**src/hw/rtl/u2u_pkg.sv**
```systemverilog
// u2u_pkg: shared types and byte-class constants for the UTF-8 to UTF-16 decoder.
// No dependencies; imported by every module of the block.
`timescale 1ns / 1ps

package u2u_pkg;

   localparam int BYTE_W = 8;
   localparam int UNIT_W = 16;

   // byte classes
   localparam logic [7:0] LEAD3_LO = 8'he0;
   localparam logic [7:0] LEAD3_HI = 8'hef;
   localparam logic [7:0] LEAD2_LO = 8'hc0;
   localparam logic [7:0] LEAD2_HI = 8'hdf;
   localparam logic [7:0] CONT_LO  = 8'h80;
   localparam logic [7:0] CONT_HI  = 8'hbf;

   localparam logic [1:0] PEND_NONE = 2'd0;
   localparam logic [1:0] PEND_ONE  = 2'd1;
   localparam logic [1:0] PEND_TWO  = 2'd2;

   typedef struct packed {
      logic [BYTE_W-1:0] byte_in;
      logic              end_of_string;
   } item_type;

   typedef struct packed {
      logic [UNIT_W-1:0] code_unit;
      logic              unit_valid;
      logic              string_done;
      logic              truncated;
   } result_type;

endpackage

```
**src/hw/rtl/utf8_to_utf16_decoder.sv**
```systemverilog
// utf8_to_utf16_decoder: top level, one UTF-8 byte in per transfer, 16-bit units out.
// Depends on u2u_pkg, u2u_in_stage, u2u_decode, u2u_out_stage.
`timescale 1ns / 1ps

// Gives at most one result per byte. Between the byte's transfer and its result lie
// an input register, then the decode step and the result register. Throughput is one
// byte per cycle while the result side takes every result, and req_tready follows
// rsp_tready within the same cycle. A result comes for every completed nonzero unit
// before the string's zero terminator, and always for a byte with tlast set (rsp_tlast
// high, unit flag low if no unit completed, truncated flag high if the string stopped
// inside a multi-byte sequence).

module utf8_to_utf16_decoder (
   input  logic        clock,
   input  logic        reset,
   input  logic        req_tvalid,
   output logic        req_tready,
   input  logic [7:0]  req_tdata,   // [7:0] byte_in
   input  logic        req_tlast,   // end_of_string
   output logic        rsp_tvalid,
   input  logic        rsp_tready,
   output logic [15:0] rsp_tdata,   // [15:0] code_unit
   output logic [1:0]  rsp_tuser,   // [0] unit_valid, [1] truncated
   output logic        rsp_tlast    // string_done
);
   import u2u_pkg::*;

   item_type   in_item, item;
   logic       item_valid, take, can_load, res_valid;
   result_type res, out_res;

   assign in_item.byte_in       = req_tdata;
   assign in_item.end_of_string = req_tlast;

   assign take = item_valid && can_load;

   u2u_in_stage u_in (
      .clock      (clock),
      .reset      (reset),
      .in_valid   (req_tvalid),
      .in_ready   (req_tready),
      .in_item    (in_item),
      .item_valid (item_valid),
      .item_take  (take),
      .item       (item)
   );

   u2u_decode u_dec (
      .clock     (clock),
      .reset     (reset),
      .take      (take),
      .item      (item),
      .res_valid (res_valid),
      .res       (res)
   );

   u2u_out_stage u_out (
      .clock     (clock),
      .reset     (reset),
      .load      (take && res_valid),
      .load_res  (res),
      .can_load  (can_load),
      .out_valid (rsp_tvalid),
      .out_ready (rsp_tready),
      .out_res   (out_res)
   );

   assign rsp_tdata = out_res.code_unit;
   assign rsp_tuser = {out_res.truncated, out_res.unit_valid};
   assign rsp_tlast = out_res.string_done;

endmodule

```
**src/hw/rtl/u2u_in_stage.sv**
```systemverilog
// u2u_in_stage: input register holding one accepted byte until the decoder takes it.
// Depends on u2u_pkg.
`timescale 1ns / 1ps

module u2u_in_stage (
   input  logic               clock,
   input  logic               reset,
   input  logic               in_valid,
   output logic               in_ready,
   input  u2u_pkg::item_type  in_item,
   output logic               item_valid,
   input  logic               item_take,
   output u2u_pkg::item_type  item
);
   import u2u_pkg::*;

   logic     valid_ff, valid_in;
   item_type item_ff, item_in;

   assign in_ready   = !valid_ff || item_take;
   assign item_valid = valid_ff;
   assign item       = item_ff;

   always_comb begin
      valid_in = valid_ff;
      item_in  = item_ff;
      if (in_ready) begin
         valid_in = in_valid;
         item_in  = in_item;
      end
   end

   always_ff @(posedge clock) begin
      if (reset) begin
         valid_ff <= 1'b0;
      end else begin
         valid_ff <= valid_in;
      end
      item_ff <= item_in;
   end

endmodule

```
**src/hw/rtl/u2u_decode.sv**
```systemverilog
// u2u_decode: per-byte decode state (pending count, partial unit, terminated flag)
// and the combinational step that forms a result. Depends on u2u_pkg.
`timescale 1ns / 1ps

module u2u_decode (
   input  logic                clock,
   input  logic                reset,
   input  logic                take,
   input  u2u_pkg::item_type   item,
   output logic                res_valid,
   output u2u_pkg::result_type res
);
   import u2u_pkg::*;

   logic [1:0]        pending_ff, pending_in;
   logic [UNIT_W-1:0] acc_ff, acc_in;
   logic              term_ff, term_in;

   logic [UNIT_W-1:0] acc_shift;
   logic [UNIT_W-1:0] unit;
   logic              have_unit;
   logic              emit;

   assign acc_shift = {acc_ff[UNIT_W-7:0], item.byte_in[5:0]};

   always_comb begin
      pending_in = pending_ff;
      acc_in     = acc_ff;
      term_in    = term_ff;
      have_unit  = 1'b0;
      unit       = '0;
      emit       = 1'b0;

      if (pending_ff != PEND_NONE) begin
         acc_in     = acc_shift;
         pending_in = pending_ff - 2'd1;
         if (pending_ff == PEND_ONE) begin
            have_unit = 1'b1;
            unit      = acc_shift;
         end
      end else begin
         case (item.byte_in) inside
            [LEAD3_LO:LEAD3_HI]: begin
               acc_in     = {12'd0, item.byte_in[3:0]};
               pending_in = PEND_TWO;
            end
            [LEAD2_LO:LEAD2_HI]: begin
               acc_in     = {11'd0, item.byte_in[4:0]};
               pending_in = PEND_ONE;
            end
            [CONT_LO:CONT_HI]: begin
               // stray continuation, skipped
            end
            default: begin
               have_unit = 1'b1;
               unit      = {8'd0, item.byte_in};
            end
         endcase
      end

      if (have_unit) begin
         acc_in = '0;
         if (unit == '0) begin
            term_in = 1'b1;
         end else begin
            emit = !term_ff;
         end
      end

      res.code_unit   = emit ? unit : '0;
      res.unit_valid  = emit;
      res.string_done = item.end_of_string;
      res.truncated   = item.end_of_string && (pending_in != PEND_NONE);
      res_valid       = emit || item.end_of_string;

      if (item.end_of_string) begin
         pending_in = PEND_NONE;
         acc_in     = '0;
         term_in    = 1'b0;
      end
   end

   always_ff @(posedge clock) begin
      if (reset) begin
         pending_ff <= PEND_NONE;
         acc_ff     <= '0;
         term_ff    <= 1'b0;
      end else if (take) begin
         pending_ff <= pending_in;
         acc_ff     <= acc_in;
         term_ff    <= term_in;
      end
   end

   a_clear_at_end: assert property (@(posedge clock) disable iff (reset)
      take && item.end_of_string |=> pending_ff == PEND_NONE && acc_ff == '0 && !term_ff)
      else $error("decode state not cleared after string end");

   a_term_sticky: assert property (@(posedge clock) disable iff (reset)
      take && term_ff && !item.end_of_string |=> term_ff)
      else $error("terminated flag dropped inside a string");

   a_three_byte_head: assert property (@(posedge clock) disable iff (reset)
      pending_ff == PEND_TWO |-> acc_ff[UNIT_W-1:4] == '0)
      else $error("three-byte lead left stray accumulator bits");

   a_no_unit_after_term: assert property (@(posedge clock) disable iff (reset)
      term_ff |-> !res.unit_valid)
      else $error("unit emitted after terminator");

endmodule

```
**src/hw/rtl/u2u_out_stage.sv**
```systemverilog
// u2u_out_stage: result register toward the response channel.
// Depends on u2u_pkg.
`timescale 1ns / 1ps

module u2u_out_stage (
   input  logic                clock,
   input  logic                reset,
   input  logic                load,
   input  u2u_pkg::result_type load_res,
   output logic                can_load,
   output logic                out_valid,
   input  logic                out_ready,
   output u2u_pkg::result_type out_res
);
   import u2u_pkg::*;

   logic       valid_ff, valid_in;
   result_type res_ff, res_in;

   assign can_load  = !valid_ff || out_ready;
   assign out_valid = valid_ff;
   assign out_res   = res_ff;

   always_comb begin
      valid_in = valid_ff && !out_ready;
      res_in   = res_ff;
      if (load) begin
         valid_in = 1'b1;
         res_in   = load_res;
      end
   end

   always_ff @(posedge clock) begin
      if (reset) begin
         valid_ff <= 1'b0;
      end else begin
         valid_ff <= valid_in;
      end
      res_ff <= res_in;
   end

endmodule
```
**config.mk**
```make
export PLATFORM = sky130hd
export DESIGN_NAME = utf8_to_utf16_decoder
export DESIGN_NICKNAME = d
export VERILOG_FILES = /design/src/hw/rtl/u2u_pkg.sv /design/src/hw/rtl/utf8_to_utf16_decoder.sv /design/src/hw/rtl/u2u_in_stage.sv /design/src/hw/rtl/u2u_decode.sv /design/src/hw/rtl/u2u_out_stage.sv
export SDC_FILE = /design/constraint.sdc
export NUM_CORES = 1
export LEC_CHECK = 0
export BUFFER_PORTS_ARGS = -buffer_cell sky130_fd_sc_hd__buf_2
export CAP_MARGIN = 0
export CORE_MARGIN = 2
export CORE_UTILIZATION = 58
export CTS_CLUSTER_DIAMETER = 80
export DETAILED_ROUTE_END_ITERATION = 7
export PLACE_DENSITY = 0.83
export SLEW_MARGIN = 20
export SYNTH_ARGS = -nofsm -noshare
export SYNTH_HDL_FRONTEND = slang
export SYNTH_HIERARCHICAL = 1
export SYNTH_SLANG_ARGS = --single-unit
```
**constraint.sdc**
```tcl
create_clock -name clock -period 4.95 [get_ports clock]
set_input_delay 0.495 -clock clock [delete_from_list [all_inputs] [get_ports clock]]
set_output_delay 0.495 -clock clock [all_outputs]
set_load 0.05 [all_outputs]
```
==> results.txt, run 1 <==
synthesized area = 0.00186 mm2
syn nets = 166
DR vias/cell = 5.79
# hold bufs at CTS = 0
element type at the critical path end = flop
power density over the cells = 362 mW/mm2
crit path kind = reg -> reg
Worst-path clk slew = 0.11 ns
ys flop type = edfxtp_1
CP cell instances = nor2_1 > a32oi_1 > and3_1 > o211ai_2 > and3_1
WL/cell = 14.5 um
Max Cap Violations = 0
FFs w/ async S/R, synth = 0%
Initial Util = 60.8%
total die area = 0.00367 mm2
R2R setup slack = 2.41 ns
global route total overflow = 0
Post-CTS Setup Inserts = 0
Post-synth EDFFs = 28
largest net degree at the start of global routing = 21
status = complete, no violations
leakage power = 0.000807 uW
worst r2r src = u_dec/pending_ff[1]$_SDFFE_PP0P_
final slew viol count = 0
Final Cell Area = 0.00208 mm2
vias in the first global route = 1199
flip-flop and latch area = 0.00114 mm2
Setup-failing EPs final = 0
share of the core filled with cells = 68.2%
Worst Hold Class = in -> reg
GPL Wtd Cong = 0.931
cts repair resizes = 0
Crit path arrival time = 2.53 ns
post-synthesis cell count = 153
Root Buffer = clkbuf_4
# rows = 20
Area growth, synth to finish = 12.2%
initial drt markers = 76
input/output buffers = 33
TritonCTS clock tree = built
Most common cell on crit path = and3_1
die width = 60.6 um
Top-Level Pins = 34
# DRC = 0
first-pass GRT wire length = 5.26 mm
H-tree depth = 2
Max-slew headroom = 44.9%
CP max FO = 20
Vias = 1315
Post-Syn Area per Cell = 12.1 um2
period utilisation layout = 51.3%
post-synthesis cell type count = 44
RSZ-0062 raised after global routing = false
WP data required = 4.94 ns
Post-Route WL = 3.30 mm
CP startpoint = u_dec/pending_ff[1]$_SDFFE_PP0P_
register area share after synthesis = 61.5%
max frequency = 394 MHz
final net count = 195
die height = 60.6 um
Final min period = 2.54 ns
# clock sinks = 43
clock skew = 0.00907 ns
CTS Buf Count = 5
CP max-delay cell = and3_1
hold path start = req_tdata[3]
fillers = 239
clock tree buffer depth = 2
setup tns final = 0 ns
buffers and inverters on the worst path = 0
final hold vios = 0
peak supply drop = 0.000266 V
area taken by multi-input logic gates = 613 um2
#FFs+latches synth = 43
Worst-Margin Slew = 0.827 ns
HPWL after DPL = 2.41 mm
core footprint = 0.00305 mm2
Pwr Total = 753 uW
initial antenna violation count = 0
n_diodes = 0
Worst-Skew Late Latency = 0.35 ns
slowest stage delay, CP = 0.72 ns
Startpoint Class = flop
Crit path max-delay family = simple AND/OR/NAND/NOR gates
Synth warnings = 6
number of antenna-violating nets in the routed design = 0
Global Route Usage Sum = 20.1%
share of layout cells above drive strength 1 = 29.0%
drt pass-1 iters = 4
dpl cell area = 0.00200 mm2
[registers in the layout (all words and copies together) (netlist names)]
signal / flops
u_dec/pending_ff: 2
u_out/out_res: 19
u_dec/acc_ff: 10
u_in/item: 9
u_out/out_valid: 1
u_dec/term_ff: 1
u_in/item_valid: 1
[final cells by class]
| class | instances | area share, % |
|---|---|---|
| timing repair buffer | 33 | 7.93 |
| clock inverter | 2 | 1.68 |
| sequential | 43 | 54.8 |
| clock buffer | 6 | 2.46 |
| inverter | 6 | 1.08 |
| tap | 44 | 2.64 |
| multi-input combinational | 93 | 29.4 |
[cells by family after synthesis]
logic type	Yosys count	share of synthesized area [%]
AO/OA/AOI/OAI	39	15.1
buffers and inverters	17	5.53
flip-flops	43	61.5
AND/OR/NAND/NOR	54	17.9
[power breakdown]
part           internal [uW]  switching [uW]
Clock                    119             103
Combinational           29.5            80.4
Sequential               406            15.0
Total                    555             199
[path summary, 6_finish.rpt]
| path | endpoint | cells past startpoint |
|---|---|---|
| setup / recovery | u_out/out_res[18]$_DFFE_PP_ | 5 |
| setup reg to reg | u_out/out_res[18]$_DFFE_PP_ | 5 |
| hold / removal | u_in/item[4]$_DFFE_PP_ | 1 |
| hold reg to reg | u_dec/acc_ff[5]$_SDFFE_PP0P_ | 2 |
[Yosys cell counts, types with 2 or more instances]
master | n | share of area [%]
a21oi_1 | 13 | 3.5
a21oi_2 | 2 | 0.94
a22o_1 | 5 | 2.4
a32oi_1 | 2 | 0.94
and2_1 | 2 | 0.67
and2b_1 | 2 | 0.81
and3_1 | 2 | 0.67
buf_4 | 3 | 1.2
buf_6 | 3 | 1.8
clkbuf_1 | 2 | 0.40
dfxtp_1 | 15 | 16
edfxtp_1 | 28 | 45
inv_1 | 5 | 1.0
nand2_1 | 8 | 1.6
nand2b_1 | 6 | 2.0
nand2b_4 | 2 | 1.5
nand4_1 | 6 | 2.0
nor2_1 | 9 | 1.8
nor3b_1 | 8 | 3.2
nor4_1 | 3 | 1.0
o21ai_0 | 4 | 1.1
[per-layer routing]
metal | routed length, um | part of all wire (%) | vias up | track usage, %
met2 | 1500 | 45 | 83 | 30.4
met4 | 133 | 4.0 | 0 | 14.3
met3 | 273 | 8.3 | 17 | 5.33
met5 | 0 | 0 | - | 0
li1 | - | - | 626 | -
met1 | 1400 | 42 | 589 | 25.0
[layout by cell type (no fill, tap or decap), drive strengths merged, types with 6 or more instances in the layout]
master and count:
nand2b 8, nand4 6, edfxtp 28, dfxtp 15, clkbuf 6, nand2 8
a21oi 15, buf 33, nor3b 8, nor2 9, inv 6
[per-stage QoR]
step                      std cells  hold WS, ns  setup WS [ns]
after detailed placement        219        0.467           2.47
after global placement          219        0.457           2.62
final                           227        0.317           2.41
after floorplan                 153        0.440           2.78
after CTS                       227        0.305           2.45
after global routing            227        0.297           2.24
Note: power is estimated with default switching activity, not from simulation.
==> inputs of run 2 (changes only) <==
Settings changed: CORE_UTILIZATION 58 to 54, PLACE_DENSITY 0.83 to 0.78.
Clock period 4.95 ns to 2.6 ns, I/O delays scaled along.
==> run 2 against run 1 <==
Clock skew grew 0.0014 ns. Flip-flop and latch count stayed put. Global-route usage is 1.2 points lower. Highest routed layer unchanged. Clock power up 81%. Routed wire length up 5.2%. Worst hold slack worse by 0.25 ns. Largest cell class unchanged. Cell count up 1.8%. Clock-buffer cell count decreased by 1.
==> results.txt, run 2 (synthesized netlist as in run 1, its figures left out) <==
GPL Wtd Cong = 0.914 (was 0.931)
Top-Level Pins = 34 (unchanged)
die width = 62.6 um (was 60.6 um)
clock tree buffer depth = 2 (unchanged)
CP max FO = 20 (unchanged)
leakage power = 0.000812 uW (was 0.000807 uW)
status = complete, no violations (unchanged)
global route total overflow = 0 (unchanged)
total die area = 0.00392 mm2 (was 0.00367 mm2)
clock skew = 0.0105 ns (was 0.00907 ns)
Setup-failing EPs final = 0 (unchanged)
Net Sw Power = 388 uW (was 199 uW)
Worst-path clk slew = 0.12 ns (was 0.11 ns)
final net count = 197 (was 195)
Crit path arrival time = 2.33 ns (was 2.53 ns)
core footprint = 0.00331 mm2 (was 0.00305 mm2)
Largest register FFs = 19 (unchanged)
most frequent cells in the layout = buf_2 (33), edfxtp_1 (28), dfxtp_1 (15) (unchanged)
# DRC = 0 (unchanged)
power density over the cells = 677 mW/mm2 (was 362 mW/mm2)
WL/cell = 15.0 um (was 14.5 um)
Max Cap Violations = 0 (unchanged)
Area growth, synth to finish = 12.7% (was 12.2%)
# hold bufs at CTS = 0 (unchanged)
Internal = 1030 uW (was 555 uW)
RSZ-0062 raised after global routing = false (unchanged)
# rows = 21 (was 20)
dpl cells = 223 (was 219)
number of antenna-violating nets in the routed design = 0 (unchanged)
initial antenna violation count = 0 (unchanged)
# clock sinks = 43 (unchanged)
drt pass-1 iters = 4 (unchanged)
largest net degree at the start of global routing = 21 (unchanged)
DR vias/cell = 5.58 (was 5.79)
peak supply drop = 0.000334 V (was 0.000266 V)
Worst-Skew Late Latency = 0.35 ns (about the same)
HPWL after DPL = 2.51 mm (was 2.41 mm)
cts repair resizes = 0 (unchanged)
Startpoint Class = flop (unchanged)
TritonCTS clock tree = built (unchanged)
Worst Hold Class = in -> reg (unchanged)
Post-CTS Setup Inserts = 0 (unchanged)
Worst-Margin Slew = 0.433 ns (was 0.827 ns)
post-route insts no fill = 231 (was 227)
sequential share of power = 56.3% (was 55.8%)
max frequency = 443 MHz (was 394 MHz)
first-pass GRT wire length = 5.68 mm (was 5.26 mm)
CTS Buf Count = 5 (unchanged)
setup tns final = 0 ns (unchanged)
Post-Route WL = 3.47 mm (was 3.30 mm)
Global Route Usage Sum = 18.9% (was 20.1%)
die height = 62.6 um (was 60.6 um)
reg2reg path depth = 5 (unchanged)
share of layout cells above drive strength 1 = 29.7% (was 29.0%)
R2R setup slack = 0.34 ns (was 2.41 ns)
crit path kind = reg -> reg (unchanged)
Final min period = 2.26 ns (was 2.54 ns)
H-tree depth = 2 (unchanged)
initial drt markers = 84 (was 76)
final slew viol count = 0 (unchanged)
combinational share of power = 15.2% (was 14.6%)
clock power share = 28.5% (was 29.6%)
Root Buffer = clkbuf_4 (unchanged)
hold depth = 1 (unchanged)
commonest non-fill, non-tap cell in the layout = buf_2 (unchanged)
Vias = 1289 (was 1315)
WP data required = 2.67 ns (was 4.94 ns)
element type at the critical path end = flop (unchanged)
vias in the first global route = 1193 (was 1199)
n_diodes = 0 (unchanged)
sw frac = 27.4% (was 26.4%)
period utilisation layout = 86.9% (was 51.3%)
Initial Util = 56.1% (was 60.8%)
Max-slew headroom = 71.1% (was 44.9%)
input/output buffers = 33 (unchanged)
final hold vios = 0 (unchanged)
==> run 2: power groups by stage <==
stage / combinational (uW) / clock, uW / sequential (uW)
4_1_cts: 214 / 412 / 797
6_report: 214 / 404 / 797
2_1_floorplan: 108 / 0 / 878
5_1_grt: 229 / 435 / 803
3_3_place_gp: 211 / 0 / 811
3_5_place_dp: 213 / 0 / 812
==> run 2: worst paths after layout <==
| kind | from | endpoint |
|---|---|---|
| setup / recovery | u_in/item[5]$_DFFE_PP_ | u_out/out_res[17]$_DFFE_PP_ |
| hold / removal | req_tlast | u_in/item[0]$_DFFE_PP_ |
| setup reg to reg | u_in/item[5]$_DFFE_PP_ | u_out/out_res[17]$_DFFE_PP_ |
| hold reg to reg | u_dec/acc_ff[8]$_SDFFE_PP0P_ | u_dec/acc_ff[8]$_SDFFE_PP0P_ |
==> run 2: critical path, cell delays in order, from the launching register on <==
cell	delay, ns
edfxtp_1	0.53
a21bo_2	0.25
a32oi_1	0.34
and3_1	0.37
o211ai_2	0.10
and3_2	0.38
==> run 2: stage by stage <==
stage | hold slack (ns) | power [uW] | utilization, % | worst slack [ns] | instance area, um2
2_1_floorplan | 0.322 | 987 | - | 0.429 | 1860
3_3_place_gp | 0.436 | 1020 | 60.8 | 0.264 | 2010
3_5_place_dp | 0.438 | 1030 | 60.8 | 0.152 | 2010
4_1_cts | 0.0661 | 1420 | 63.2 | 0.131 | 2090
5_1_grt | 0.0544 | 1470 | 63.2 | 0.234 | 2090
6_report | 0.0713 | 1420 | 63.2 | 0.342 | 2090
==> run 2: cell type report <==
| type | count | area (um2) |
|---|---|---|
| Inverter | 6 | 22.5 |
| Clock buffer | 5 | 37.5 |
| Timing Repair Buffer | 35 | 180 |
| Fill cell | 288 | 1220 |
| Tap cell | 46 | 57.6 |
| Clock inverter | 3 | 38.8 |
| Multi-Input combinational cell | 93 | 614 |
| Sequential cell | 43 | 1140 |
==> run 2: routing by layer <==
metal,vias up,wire length [um],GRT usage (%)
met2,48,1600,28.4
met3,6,205,5.05
met4,0,40,7.78
li1,625,-,-
met5,-,0,0
met1,610,1620,26.3
==> inputs of run 3 (changes only) <==
Settings changed: CORE_MARGIN 2 to not set.
==> run 3 against run 2 <==
Sequential share of layout area grew 0.23 points. Design area down 0.42%. Flip-flop and latch count is the same. Global-route usage grew 1.3 points. Clock power down 11%. Worst setup slack worse by 0.0051 ns. Fmax is 0.23% lower. Core utilization is 2.9 points higher. Critical path type unchanged. Highest routed layer unchanged.
==> results.txt, run 3 (synthesized netlist as in run 1, its figures left out) <==
core footprint = 0.00315 mm2 (was 0.00331 mm2)
Largest register FFs = 19 (unchanged)
Max Cap Violations = 0 (unchanged)
share of the core filled with cells = 66.1% (was 63.2%)
clock tree buffer depth = 2 (unchanged)
buffers and inverters on the worst path = 0 (unchanged)
max frequency = 442 MHz (was 443 MHz)
share of layout cells above drive strength 1 = 29.2% (was 29.7%)
Root Buffer = clkbuf_4 (unchanged)
number of antenna-violating nets in the routed design = 0 (unchanged)
Final min period = 2.26 ns (about the same)
TritonCTS clock tree = built (unchanged)
drt pass-1 iters = 4 (unchanged)
H-tree depth = 2 (unchanged)
period utilisation layout = 87.1% (was 86.9%)
CP max-delay cell = edfxtp_1 (unchanged)
# clock sinks = 43 (unchanged)
GPL Wtd Cong = 0.947 (was 0.914)
# rows = 20 (was 21)
total die area = 0.00368 mm2 (was 0.00392 mm2)
Worst-Margin Slew = 0.432 ns (was 0.433 ns)
reg2reg path depth = 5 (unchanged)
Startpoint Class = flop (unchanged)
setup tns final = 0 ns (unchanged)
Max Used Layer = met4 (unchanged)
Vias = 1305 (was 1289)
sw frac = 27.3% (was 27.4%)
commonest non-fill, non-tap cell in the layout = buf_2 (unchanged)
Setup-failing EPs final = 0 (unchanged)
global route total overflow = 0 (unchanged)
die width = 60.6 um (was 62.6 um)
status = complete, no violations (unchanged)
clock power share = 26.2% (was 28.5%)
wire length on met3 = 241 um (was 205 um)
leakage power = 0.000807 uW (was 0.000812 uW)
Global Route Usage Sum = 20.2% (was 18.9%)
M1 WL = 1.45 mm (was 1.62 mm)
Max-slew headroom = 71.1% (about the same)
Net Sw Power = 373 uW (was 388 uW)
Crit path max-delay family = simple AND/OR/NAND/NOR gates (unchanged)
Crit path depth = 5 (unchanged)
initial drt markers = 87 (was 84)
DR vias/cell = 5.70 (was 5.58)
final hold vios = 0 (unchanged)
largest net degree at the start of global routing = 21 (unchanged)
input/output buffers = 33 (unchanged)
# DRC = 0 (unchanged)
CTS Buf Count = 5 (unchanged)
CP max FO = 20 (unchanged)
first-pass GRT wire length = 5.26 mm (was 5.68 mm)
vias in the first global route = 1166 (was 1193)
RSZ-0062 raised after global routing = false (unchanged)
HPWL after DPL = 2.37 mm (was 2.51 mm)
final net count = 197 (unchanged)
n_diodes = 0 (unchanged)
crit path kind = reg -> reg (unchanged)
Post-Route WL = 3.24 mm (was 3.47 mm)
combinational share of power = 15.6% (was 15.2%)
Worst Hold Class = in -> reg (unchanged)
Worst-Skew Late Latency = 0.34 ns (was 0.35 ns)
Initial Util = 58.9% (was 56.1%)
# hold bufs at CTS = 0 (unchanged)
CP cell instances = a21bo_2 > a32oi_1 > and3_1 > o211ai_2 > and3_2 (unchanged)
most frequent cells in the layout = buf_2 (33), edfxtp_1 (28), dfxtp_1 (15) (unchanged)
power density over the cells = 657 mW/mm2 (was 677 mW/mm2)
clock skew = 0.0109 ns (was 0.0105 ns)
WP data required = 2.65 ns (was 2.67 ns)
die height = 60.6 um (was 62.6 um)
Post-CTS Setup Inserts = 0 (unchanged)
element type at the critical path end = flop (unchanged)
Worst-path clk slew = 0.11 ns (was 0.12 ns)
Area growth, synth to finish = 12.2% (was 12.7%)
sequential share of power = 58.2% (was 56.3%)
WL/cell = 14.2 um (was 15.0 um)
Top-Level Pins = 34 (unchanged)
hold depth = 1 (unchanged)
slowest stage delay, CP = 0.53 ns (about the same)
initial antenna violation count = 0 (unchanged)
Crit path arrival time = 2.32 ns (was 2.33 ns)
cts repair resizes = 0 (unchanged)
peak supply drop = 0.000387 V (was 0.000334 V)
Internal = 995 uW (was 1030 uW)
Routed met2 length = 1.52 mm (was 1.60 mm)
final slew viol count = 0 (unchanged)
-- run 3: cell types whose count changed in the layout (fill, tap and decap cells not counted) --
cell,before,now
clkinv_1,1,0
clkbuf_1,0,2
clkbuf_16,0,1
clkinv_2,1,0
bufinv_16,1,0
-- run 3: path summary, 6_finish.rpt --
check / start / endpoint / slack (ns)
hold / removal: req_tdata[6] / u_in/item[7]$_DFFE_PP_ / 0.09
hold reg to reg: u_dec/acc_ff[8]$_SDFFE_PP0P_ / u_dec/acc_ff[8]$_SDFFE_PP0P_ / 0.48
setup / recovery: u_in/item[6]$_DFFE_PP_ / u_out/out_res[7]$_DFFE_PP_ / 0.34
setup reg to reg: u_in/item[6]$_DFFE_PP_ / u_out/out_res[7]$_DFFE_PP_ / 0.34
-- run 3: power groups by stage --
stage	Combinational (uW)	Clock (uW)	Sequential, uW
after floorplan	108	0	878
after global placement	209	0	810
after detailed placement	212	0	812
after CTS	213	371	796
after global routing	229	401	801
final	213	358	796
-- run 3: per-stage QoR --
| step | hold WS, ns | cell area, um2 | worst slack (ns) | power (uW) | instances |
|---|---|---|---|---|---|
| final | 0.0873 | 2080 | 0.337 | 1370 | 229 |
| after global routing | 0.0491 | 2080 | 0.213 | 1430 | 229 |
| after CTS | 0.0691 | 2080 | 0.119 | 1380 | 229 |
| after global placement | 0.437 | 2010 | 0.258 | 1020 | 221 |
| after floorplan | 0.322 | 1860 | 0.429 | 987 | 153 |
| after detailed placement | 0.438 | 2010 | 0.149 | 1020 | 221 |
-- run 3: routing by layer --
layer	GRT usage (%)	vias up
li1	-	629
met1	26.8	601
met2	30.1	71
met3	7.68	4
met4	8.12	0
met5	0	-
-- run 3: layout make-up --
cell class | count | area [um2]
multi-input cells | 93 | 614
fillers | 266 | 1070
inverters | 6 | 22.5
repair buffers | 35 | 180
well taps | 44 | 55.1
clock buffers | 8 | 70.1
flip-flops and latches | 43 | 1140
